===== config.mk =====
export PLATFORM = sky130hd
export DESIGN_NAME = zchar_text_decoder_top
export DESIGN_NICKNAME = d
export VERILOG_FILES = /design/src/sv/zctd_pkg.sv /design/src/sv/zctd_front.sv /design/src/sv/zctd_back.sv /design/src/sv/zchar_text_decoder_top.sv
export SDC_FILE = /design/constraint.sdc
export NUM_CORES = 1
export LEC_CHECK = 0
export BUFFER_PORTS_ARGS = -buffer_cell sky130_fd_sc_hd__buf_2
export CAP_MARGIN = 20
export CORE_MARGIN = 2
export CORE_UTILIZATION = 60
export DETAILED_ROUTE_END_ITERATION = 10
export GPL_TIMING_DRIVEN = 0
export PLACE_DENSITY_LB_ADDON = 0.2
export SLEW_MARGIN = 40
export SYNTH_ARGS = -nofsm -noshare
export SYNTH_HDL_FRONTEND = slang
export SYNTH_MEMORY_MAX_BITS = 65536
export SYNTH_SLANG_ARGS = --single-unit

===== constraint.sdc =====
create_clock -name clk -period 6.5 [get_ports clk]
set_clock_uncertainty 0.2 [all_clocks]
set_input_delay 0.975 -clock clk [delete_from_list [all_inputs] [get_ports clk]]
set_output_delay 0.975 -clock clk [all_outputs]
set_load 0.01 [all_outputs]

===== src/sv/zctd_pkg.sv =====
// zctd_pkg: shared types, codes and character tables of the z-character text decoder
`default_nettype none
package zctd_pkg;

	localparam logic [2:0] KIND_NONE    = 3'd0;
	localparam logic [2:0] KIND_CHAR    = 3'd1;
	localparam logic [2:0] KIND_NEWLINE = 3'd2;
	localparam logic [2:0] KIND_ABBREV  = 3'd3;
	localparam logic [2:0] KIND_CLICK   = 3'd4;

	localparam logic CFG_VERSION = 1'b0;
	localparam logic CFG_SKIP    = 1'b1;

	localparam logic [3:0] CFG_VERSION_RESET = 4'd3;

	localparam logic [7:0]  EXT_LOW      = 8'h9b;
	localparam logic [7:0]  CLICK_LOW    = 8'hfc;
	localparam logic [7:0]  CLICK_MID    = 8'hfd;
	localparam logic [7:0]  CLICK_HIGH   = 8'hfe;
	localparam logic [15:0] CODE_QUESTION = 16'h003f;
	localparam logic [15:0] CODE_SPACE    = 16'h0020;
	localparam logic [15:0] CODE_CR       = 16'h000d;

	typedef enum logic [1:0] {
		ESC_NONE   = 2'd0,
		ESC_ABBREV = 2'd1,
		ESC_HIGH   = 2'd2,
		ESC_LOW    = 2'd3
	} esc_t;

	typedef struct packed {
		logic            last;
		logic [2:0][4:0] zc;
	} word_t;

	typedef struct packed {
		logic [2:0]  kind;
		logic [15:0] char_code;
		logic [6:0]  abbrev_index;
		logic        last_of_word;
		logic        end_of_string;
	} res_t;

	typedef struct packed {
		logic [3:0] story_version;
		logic       skip_extended_map;
	} cfg_t;

	function automatic logic [15:0] latin_map(input logic [7:0] z);
		logic [15:0] r;
		case (z)
			8'h9b: r = 16'h0e4; 8'h9c: r = 16'h0f6; 8'h9d: r = 16'h0fc; 8'h9e: r = 16'h0c4;
			8'h9f: r = 16'h0d6; 8'ha0: r = 16'h0dc; 8'ha1: r = 16'h0df; 8'ha2: r = 16'h0bb;
			8'ha3: r = 16'h0ab; 8'ha4: r = 16'h0eb; 8'ha5: r = 16'h0ef; 8'ha6: r = 16'h0ff;
			8'ha7: r = 16'h0cb; 8'ha8: r = 16'h0cf; 8'ha9: r = 16'h0e1; 8'haa: r = 16'h0e9;
			8'hab: r = 16'h0ed; 8'hac: r = 16'h0f3; 8'had: r = 16'h0fa; 8'hae: r = 16'h0fd;
			8'haf: r = 16'h0c1; 8'hb0: r = 16'h0c9; 8'hb1: r = 16'h0cd; 8'hb2: r = 16'h0d3;
			8'hb3: r = 16'h0da; 8'hb4: r = 16'h0dd; 8'hb5: r = 16'h0e0; 8'hb6: r = 16'h0e8;
			8'hb7: r = 16'h0ec; 8'hb8: r = 16'h0f2; 8'hb9: r = 16'h0f9; 8'hba: r = 16'h0c0;
			8'hbb: r = 16'h0c8; 8'hbc: r = 16'h0cc; 8'hbd: r = 16'h0d2; 8'hbe: r = 16'h0d9;
			8'hbf: r = 16'h0e2; 8'hc0: r = 16'h0ea; 8'hc1: r = 16'h0ee; 8'hc2: r = 16'h0f4;
			8'hc3: r = 16'h0fb; 8'hc4: r = 16'h0c2; 8'hc5: r = 16'h0ca; 8'hc6: r = 16'h0ce;
			8'hc7: r = 16'h0d4; 8'hc8: r = 16'h0db; 8'hc9: r = 16'h0e5; 8'hca: r = 16'h0c5;
			8'hcb: r = 16'h0f8; 8'hcc: r = 16'h0d8; 8'hcd: r = 16'h0e3; 8'hce: r = 16'h0f1;
			8'hcf: r = 16'h0f5; 8'hd0: r = 16'h0c3; 8'hd1: r = 16'h0d1; 8'hd2: r = 16'h0d5;
			8'hd3: r = 16'h0e6; 8'hd4: r = 16'h0c6; 8'hd5: r = 16'h0e7; 8'hd6: r = 16'h0c7;
			8'hd7: r = 16'h0fe; 8'hd8: r = 16'h0f0; 8'hd9: r = 16'h0de; 8'hda: r = 16'h0d0;
			8'hdb: r = 16'h0a3; 8'hdc: r = 16'h153; 8'hdd: r = 16'h152; 8'hde: r = 16'h0a1;
			8'hdf: r = 16'h0bf;
			default: r = CODE_QUESTION;
		endcase
		return r;
	endfunction

	function automatic logic [7:0] a2_char(input logic v1, input logic [4:0] idx);
		logic [7:0] r;
		case (idx)
			5'd0:  r = 8'h20;
			5'd1:  r = v1 ? 8'h30 : 8'h5e;
			5'd2:  r = v1 ? 8'h31 : 8'h30;
			5'd3:  r = v1 ? 8'h32 : 8'h31;
			5'd4:  r = v1 ? 8'h33 : 8'h32;
			5'd5:  r = v1 ? 8'h34 : 8'h33;
			5'd6:  r = v1 ? 8'h35 : 8'h34;
			5'd7:  r = v1 ? 8'h36 : 8'h35;
			5'd8:  r = v1 ? 8'h37 : 8'h36;
			5'd9:  r = v1 ? 8'h38 : 8'h37;
			5'd10: r = v1 ? 8'h39 : 8'h38;
			5'd11: r = v1 ? 8'h2e : 8'h39;
			5'd12: r = v1 ? 8'h2c : 8'h2e;
			5'd13: r = v1 ? 8'h21 : 8'h2c;
			5'd14: r = v1 ? 8'h3f : 8'h21;
			5'd15: r = v1 ? 8'h5f : 8'h3f;
			5'd16: r = v1 ? 8'h23 : 8'h5f;
			5'd17: r = v1 ? 8'h27 : 8'h23;
			5'd18: r = v1 ? 8'h22 : 8'h27;
			5'd19: r = v1 ? 8'h2f : 8'h22;
			5'd20: r = v1 ? 8'h5c : 8'h2f;
			5'd21: r = v1 ? 8'h3c : 8'h5c;
			5'd22: r = 8'h2d;
			5'd23: r = 8'h3a;
			5'd24: r = 8'h28;
			default: r = 8'h29;
		endcase
		return r;
	endfunction

endpackage
`default_nettype wire


===== src/sv/zctd_front.sv =====
// zctd_front: input word queue that splits each word into its z-characters and end flag
`default_nettype none
module zctd_front import zctd_pkg::*; (
	input  wire logic        clk,
	input  wire logic        arst_n,
	input  wire logic        in_valid,
	output logic             in_ready,
	input  wire logic [15:0] packed_word,
	output logic             q_valid,
	output word_t            q_data,
	input  wire logic        q_pop
);

	word_t      mem_q [2];
	logic       wr_ptr_q;
	logic       rd_ptr_q;
	logic [1:0] count_q;
	logic       push;
	word_t      entry;

	assign in_ready = (count_q != 2'd2);
	assign push     = in_valid && in_ready;
	assign q_valid  = (count_q != 2'd0);
	assign q_data   = mem_q[rd_ptr_q];

	always_comb begin
		entry.last  = packed_word[15];
		entry.zc[0] = packed_word[14:10];
		entry.zc[1] = packed_word[9:5];
		entry.zc[2] = packed_word[4:0];
	end

	always_ff @(posedge clk) begin
		if (push) begin
			mem_q[wr_ptr_q] <= entry;
		end
	end

	always_ff @(posedge clk or negedge arst_n) begin
		if (!arst_n) begin
			wr_ptr_q <= 1'b0;
			rd_ptr_q <= 1'b0;
			count_q  <= 2'd0;
		end else begin
			if (push) begin
				wr_ptr_q <= ~wr_ptr_q;
			end
			if (q_pop) begin
				rd_ptr_q <= ~rd_ptr_q;
			end
			case ({push, q_pop})
				2'b10:   count_q <= count_q + 2'd1;
				2'b01:   count_q <= count_q - 2'd1;
				default: count_q <= count_q;
			endcase
		end
	end

endmodule
`default_nettype wire


===== src/sv/zctd_back.sv =====
// zctd_back: z-character sequencer with shift and escape state and a registered result
`default_nettype none
module zctd_back import zctd_pkg::*; (
	input  wire logic  clk,
	input  wire logic  arst_n,
	input  wire cfg_t  cfg,
	input  wire logic  q_valid,
	input  wire word_t q_data,
	output logic       q_pop,
	output logic       res_valid,
	input  wire logic  res_ready,
	output res_t       res
);

	logic [1:0] k_q;
	logic [1:0] shift_now_q;
	logic [1:0] lock_q;
	esc_t       esc_q;
	logic [4:0] prev_q;
	logic       out_valid_q;
	res_t       out_q;

	logic       adv;
	logic       last_zc;
	logic [4:0] zc;
	logic [3:0] ver;
	logic [7:0] zz;
	logic [4:0] pm1;
	logic [2:0] shift_sum;
	logic [4:0] idx;
	logic [1:0] shift_nx;
	logic [1:0] lock_nx;
	esc_t       esc_nx;
	res_t       r;

	assign ver       = cfg.story_version;
	assign adv       = q_valid && (!out_valid_q || res_ready);
	assign last_zc   = (k_q == 2'd2);
	assign q_pop     = adv && last_zc;
	assign res_valid = out_valid_q;
	assign res       = out_q;

	always_comb begin
		case (k_q)
			2'd0:    zc = q_data.zc[0];
			2'd1:    zc = q_data.zc[1];
			default: zc = q_data.zc[2];
		endcase
	end

	always_comb begin
		zz        = {prev_q[2:0], zc};
		pm1       = (prev_q != 5'd0) ? prev_q - 5'd1 : 5'd0;
		shift_sum = {1'b0, lock_q} + {2'b00, zc[0]} + 3'd1;
		idx       = zc - 5'd6;
		shift_nx  = shift_now_q;
		lock_nx   = lock_q;
		esc_nx    = esc_q;
		r.kind          = KIND_NONE;
		r.char_code     = '0;
		r.abbrev_index  = '0;
		r.last_of_word  = last_zc;
		r.end_of_string = last_zc && q_data.last;
		case (esc_q)
			ESC_NONE: begin
				shift_nx = lock_q;
				if (shift_now_q == 2'd2 && zc == 5'd6) begin
					esc_nx = ESC_HIGH;
				end else if (ver == 4'd1 && zc == 5'd1) begin
					r.kind      = KIND_NEWLINE;
					r.char_code = CODE_CR;
				end else if (ver >= 4'd2 && shift_now_q == 2'd2 && zc == 5'd7) begin
					r.kind      = KIND_NEWLINE;
					r.char_code = CODE_CR;
				end else if (zc >= 5'd6) begin
					r.kind = KIND_CHAR;
					case (shift_now_q)
						2'd0:    r.char_code = 16'h0061 + {11'd0, idx};
						2'd1:    r.char_code = 16'h0041 + {11'd0, idx};
						default: r.char_code = {8'd0, a2_char(ver == 4'd1, idx)};
					endcase
				end else if (zc == 5'd0) begin
					r.kind      = KIND_CHAR;
					r.char_code = CODE_SPACE;
				end else if (ver >= 4'd2 && zc == 5'd1) begin
					esc_nx = ESC_ABBREV;
				end else if (ver >= 4'd3 && zc <= 5'd3) begin
					esc_nx = ESC_ABBREV;
				end else begin
					shift_nx = (shift_sum >= 3'd3) ? 2'(shift_sum - 3'd3) : shift_sum[1:0];
					if (ver <= 4'd2 && zc >= 5'd4) begin
						lock_nx = shift_nx;
					end
				end
			end
			ESC_ABBREV: begin
				r.kind         = KIND_ABBREV;
				r.abbrev_index = {pm1[1:0], zc};
				esc_nx         = ESC_NONE;
			end
			ESC_HIGH: begin
				esc_nx = ESC_LOW;
			end
			default: begin
				esc_nx = ESC_NONE;
				if (prev_q >= 5'd24) begin
					r.kind      = KIND_CHAR;
					r.char_code = CODE_QUESTION;
				end else if (zz == CLICK_LOW || zz == CLICK_MID || zz == CLICK_HIGH) begin
					r.kind      = KIND_CLICK;
					r.char_code = {8'd0, zz};
				end else if (zz >= EXT_LOW && !cfg.skip_extended_map) begin
					r.kind      = KIND_CHAR;
					r.char_code = latin_map(zz);
				end else begin
					r.kind      = KIND_CHAR;
					r.char_code = {8'd0, zz};
				end
			end
		endcase
	end

	always_ff @(posedge clk) begin
		if (adv) begin
			out_q <= r;
		end
	end

	always_ff @(posedge clk or negedge arst_n) begin
		if (!arst_n) begin
			k_q         <= 2'd0;
			shift_now_q <= 2'd0;
			lock_q      <= 2'd0;
			esc_q       <= ESC_NONE;
			prev_q      <= 5'd0;
			out_valid_q <= 1'b0;
		end else begin
			if (adv) begin
				out_valid_q <= 1'b1;
			end else if (res_ready) begin
				out_valid_q <= 1'b0;
			end
			if (adv) begin
				k_q <= last_zc ? 2'd0 : k_q + 2'd1;
				if (last_zc && q_data.last) begin
					shift_now_q <= 2'd0;
					lock_q      <= 2'd0;
					esc_q       <= ESC_NONE;
					prev_q      <= 5'd0;
				end else begin
					shift_now_q <= shift_nx;
					lock_q      <= lock_nx;
					esc_q       <= esc_nx;
					prev_q      <= zc;
				end
			end
		end
	end

endmodule
`default_nettype wire


===== src/sv/zchar_text_decoder_top.sv =====
// zchar_text_decoder_top: z-character text decoder with config registers, word queue and sequencer
//
// input channel: in_valid / in_ready carry one packed_word per item, three 5-bit
// z-characters (bits 14..10 first) and an end-of-string flag in bit 15.
// output channel: out_valid / out_ready carry one result item per z-character:
// kind, char_code, abbrev_index, last_of_word, end_of_string.
// every input item yields exactly three result items in order.
// config: cfg_we writes cfg_data into register cfg_index (0 story_version,
// 1 skip_extended_map); the user must write only while idle; not enforced by the block.
// with the queue empty, a word is stored in the queue entry and its first result is
// then registered in the result register; the other two follow in order.
// the sequencer decodes one z-character per cycle while out_ready does not hold
// it back, through the shared decode logic and result register.
// a two-entry word queue decouples input acceptance from decoding, so new
// words are taken while results are still being produced or wait for out_ready.
// when out_ready is low with a result pending, the result register holds and
// decoding pauses; the queue keeps accepting until full.
// reset: queue empty, no result pending, shift, lock, escape and previous
// z-character cleared, story_version 3, skip_extended_map 0.
`default_nettype none
module zchar_text_decoder_top import zctd_pkg::*; (
	input  wire logic        clk,
	input  wire logic        arst_n,
	input  wire logic        cfg_we,
	input  wire logic        cfg_index,
	input  wire logic [3:0]  cfg_data,
	input  wire logic        in_valid,
	output logic             in_ready,
	input  wire logic [15:0] packed_word,
	output logic             out_valid,
	input  wire logic        out_ready,
	output logic [2:0]       kind,
	output logic [15:0]      char_code,
	output logic [6:0]       abbrev_index,
	output logic             last_of_word,
	output logic             end_of_string
);

	cfg_t  cfg_q;
	logic  q_valid;
	word_t q_data;
	logic  q_pop;
	res_t  res;

	always_ff @(posedge clk or negedge arst_n) begin
		if (!arst_n) begin
			cfg_q.story_version     <= CFG_VERSION_RESET;
			cfg_q.skip_extended_map <= 1'b0;
		end else if (cfg_we) begin
			case (cfg_index)
				CFG_VERSION: cfg_q.story_version     <= cfg_data;
				CFG_SKIP:    cfg_q.skip_extended_map <= cfg_data[0];
				default:     cfg_q                   <= cfg_q;
			endcase
		end
	end

	zctd_front u_front (
		.clk         (clk),
		.arst_n      (arst_n),
		.in_valid    (in_valid),
		.in_ready    (in_ready),
		.packed_word (packed_word),
		.q_valid     (q_valid),
		.q_data      (q_data),
		.q_pop       (q_pop)
	);

	zctd_back u_back (
		.clk       (clk),
		.arst_n    (arst_n),
		.cfg       (cfg_q),
		.q_valid   (q_valid),
		.q_data    (q_data),
		.q_pop     (q_pop),
		.res_valid (out_valid),
		.res_ready (out_ready),
		.res       (res)
	);

	assign kind          = res.kind;
	assign char_code     = res.char_code;
	assign abbrev_index  = res.abbrev_index;
	assign last_of_word  = res.last_of_word;
	assign end_of_string = res.end_of_string;

endmodule
`default_nettype wire

==> results.sh <==
export IMPL_clk_pin_slew_ns=0.09
export IMPL_cts_resized=0
export IMPL_first_iter_violations=979
export IMPL_finalWirelength_mm=18.8
export IMPL_hold_viol=0
export IMPL_crit_path_start_kind="flop"
export IMPL_grt_max_degree=26
export IMPL_grt_pass1_vias=5213
export IMPL_synthTopCellsByArea="edfxtp_1, dfrtp_1, o21ai_0"
export IMPL_seq_area_frac_synth_pct=41.0
export IMPL_fin_tns_setup_ns=0
export IMPL_multiInputGateArea_mm2=0.00289
export IMPL_syn_cell_area_mm2=0.00530
export IMPL_hold_path_class="flop to flop"
export IMPL_cts_tree="yes"
export IMPL_synth_warning_count=0
export IMPL_route_detailed_drc=0
export IMPL_grt_ovfl_total=0
export IMPL_cts_setup_buffers=0
export IMPL_setup_violations=0
export IMPL_num_rows=34
export IMPL_hold_buffers=0
export IMPL_drv_cap=0
export IMPL_synth_simple_gate_area_share_pct=18.1
export IMPL_dpl_instance_area_mm2=0.00570
export IMPL_crit_required_ns=6.41
export IMPL_initial_core_util_pct=61.3
export IMPL_yosys_area_share_xor_xnor_pct=1.32
export IMPL_max_slew_worst_pin_slew_ns=0.793
export IMPL_synth_fa_ha_area_share_pct=2.65
export IMPL_cts_sinks=76
export IMPL_cts_htree_levels=3
export IMPL_cts_buffer_depth=2
export IMPL_io_pins=56
export IMPL_ys_seq_elements=76
export IMPL_synth_enable_flop_cells=53
export IMPL_num_fill_cells=689
export IMPL_path_class="flop to flop"
export IMPL_synth_ff_type="edfxtp_1"
export IMPL_cp_end_kind="flop"
export IMPL_async_reset_ff_share_pct=30.3
export IMPL_cts_buffers=9
export IMPL_outcome="completed"
export IMPL_synth_compound_area_share_pct=25.5
export IMPL_critical_path_max_fanout=11
export IMPL_syn_area_per_cell_um2=9.09
export IMPL_rsz0062_at_grt="false"
export IMPL_finalNetCount=684
export IMPL_seq_area_mm2=0.00217
export IMPL_slew_headroom_pct=47.1
export IMPL_ant_nets=0
export IMPL_track_usage_pct=39.0
export IMPL_die_h_um=98.0
export IMPL_maxSlewViolCount=0
export IMPL_final_cell_area_mm2=0.00592
export IMPL_synthMuxAreaShare_pct=6.09
export IMPL_wl_per_cell_um=24.6
export IMPL_vias=5461
export IMPL_synth_distinct_cells=78
export IMPL_hpwl_mm=13.5
export IMPL_gp_congestion=1.02
export IMPL_die_x_um=98.0
export IMPL_root_buffer="clkbuf_8"
export IMPL_synth_top_family_by_area="compound AO/OA/AOI/OAI gates"
export IMPL_viasPerCell=7.18
export IMPL_drive_gt1_share_pct=17.2
export IMPL_grt_pass1_wl_mm=29.0
export IMPL_synth_top_cell_area_share_pct=30.0
export IMPL_synth_top_area_cell="edfxtp_1"
export IMPL_fmax_ghz=0.175
export IMPL_fin_crit_sh_pct=88.1
export IMPL_dieArea_mm2=0.00960
export IMPL_antenna_found_initial=0
export IMPL_areaGrowthSynthToFinish_pct=11.7
export IMPL_diodes=0
export IMPL_port_buffers=48
export IMPL_netlist_instances=583
export IMPL_core_area_mm2=0.00864
export IMPL_min_period_ns=5.72
export IMPL_cp_data_arrival_time_ns=5.63
export IMPL_first_pass_iters=6
export IMPL_clock_latency_ns=0.35
## state kept, by name (all words and copies together), names as in the netlist, 2 cells and up
signal              cells
cfg_q                   5
u_back.esc_q            2
u_front.count_q         2
u_back.k_q              2
u_back.shift_now_q      2
u_back.prev_q           5
u_front.mem_q          32
u_back.res             21
u_back.lock_q           2
## cell usage after synthesis (5+ instances only)
library cell  count
a31oi_1          13
nand2b_1          6
and2_1            6
dfrtp_1          21
nor2_1           62
inv_1            11
edfxtp_1         53
a22oi_1           6
mux2i_1          12
clkbuf_1         24
ha_1              8
nor3_1           15
nand3_1          14
xnor2_1           6
buf_4             8
nand4_1           5
and3_1            5
o31ai_1           8
o22ai_1           7
o21ai_0          54
nand2_1          63
a21oi_1          33
buf_2             9
mux2_2           12
o32ai_1           6
## cells by family (layout without fill, tap and decap cells)
logic type	Yosys count	in the layout
AOI/OAI and AO/OA	198	198
xor gates and xnor gates	8	8
adders and majority gates	10	10
buffers and inverters	60	124
DFF	76	76
muxes	27	27
other	1	7
and+or+nand+nor	203	203
## per-layer routing
layer	routed length, um	track usage [%]
met1	6720	50.5
met2	8420	61.5
met3	2570	11.1
met4	1040	16.7
met5	0	0
## worst paths after layout
check	endpoint	cells after the start	slack, ns	startpoint
worst min register to register	cfg_q[0]	1	0.31	cfg_q[0]
min in group asynchronous	u_back.shift_now_q[1]	1	0.38	arst_n
max in group asynchronous	cfg_q[2]	1	5.34	arst_n
worst max-delay path	u_back.res[14]	17	0.78	u_front.rd_ptr_q
worst min-delay path	cfg_q[0]	1	0.31	cfg_q[0]
worst max register to register	u_back.res[14]	17	0.78	u_front.rd_ptr_q
## through the flow
step / util [%] / hold WS (ns) / instances / setup slack, ns
after floorplan: - / 0.261 / 589 / 2.41
after detailed placement: 66.0 / 0.288 / 745 / 0.967
after global routing: 68.5 / 0.334 / 761 / 0.560
final: 68.5 / 0.308 / 761 / 0.776
after CTS: 68.4 / 0.308 / 761 / 0.953
after global placement: 66.0 / 0.273 / 745 / 1.05
## cell type report
cell class / instances / share of cell area, %
clock buffers: 11 / 2.75
inverters: 13 / 0.825
well taps: 108 / 2.28
plain buffers: 47 / 3.93
repair buffers: 48 / 4.06
flip-flops and latches: 76 / 36.7
clock inverters: 5 / 0.677
multi-input cells: 453 / 48.8
## critical path, cell delays in order, from the launching register on
cell	delay [ns]
dfrtp_1	0.36
buf_4	0.21
buf_6	0.18
mux2i_1	0.28
a22oi_1	0.23
nand2_1	0.20
clkbuf_1	0.48
clkbuf_1	0.58
ha_1	0.28
clkbuf_1	0.43
clkbuf_1	0.60
and3_1	0.27
ha_1	0.23
a21oi_1	0.07
and3_1	0.22
a211oi_1	0.18
a31oi_1	0.17
a311o_1	0.31
## placed cells by master (no fill, tap or decap), drive strengths merged, types with 5 or more instances in the layout
cell type / n
conb: 7
inv: 14
xnor2: 6
a21oi: 33
nand3: 14
o311ai: 5
a211oi: 6
o22ai: 7
edfxtp: 53
o21ai: 58
nand4: 5
buf: 71
nand2b: 6
nor2: 64
nor3: 17
nand2: 63
mux2i: 12
a31oi: 13
ha: 8
o31ai: 8
and3: 5
o32ai: 6
a22oi: 6
and2: 7
clkbuf: 35
dfrtp: 21
mux2: 12
Power is left out: the tool's default activity adds up to more than one toggle a clock period on the data nets, which glitch-free logic cannot reach.
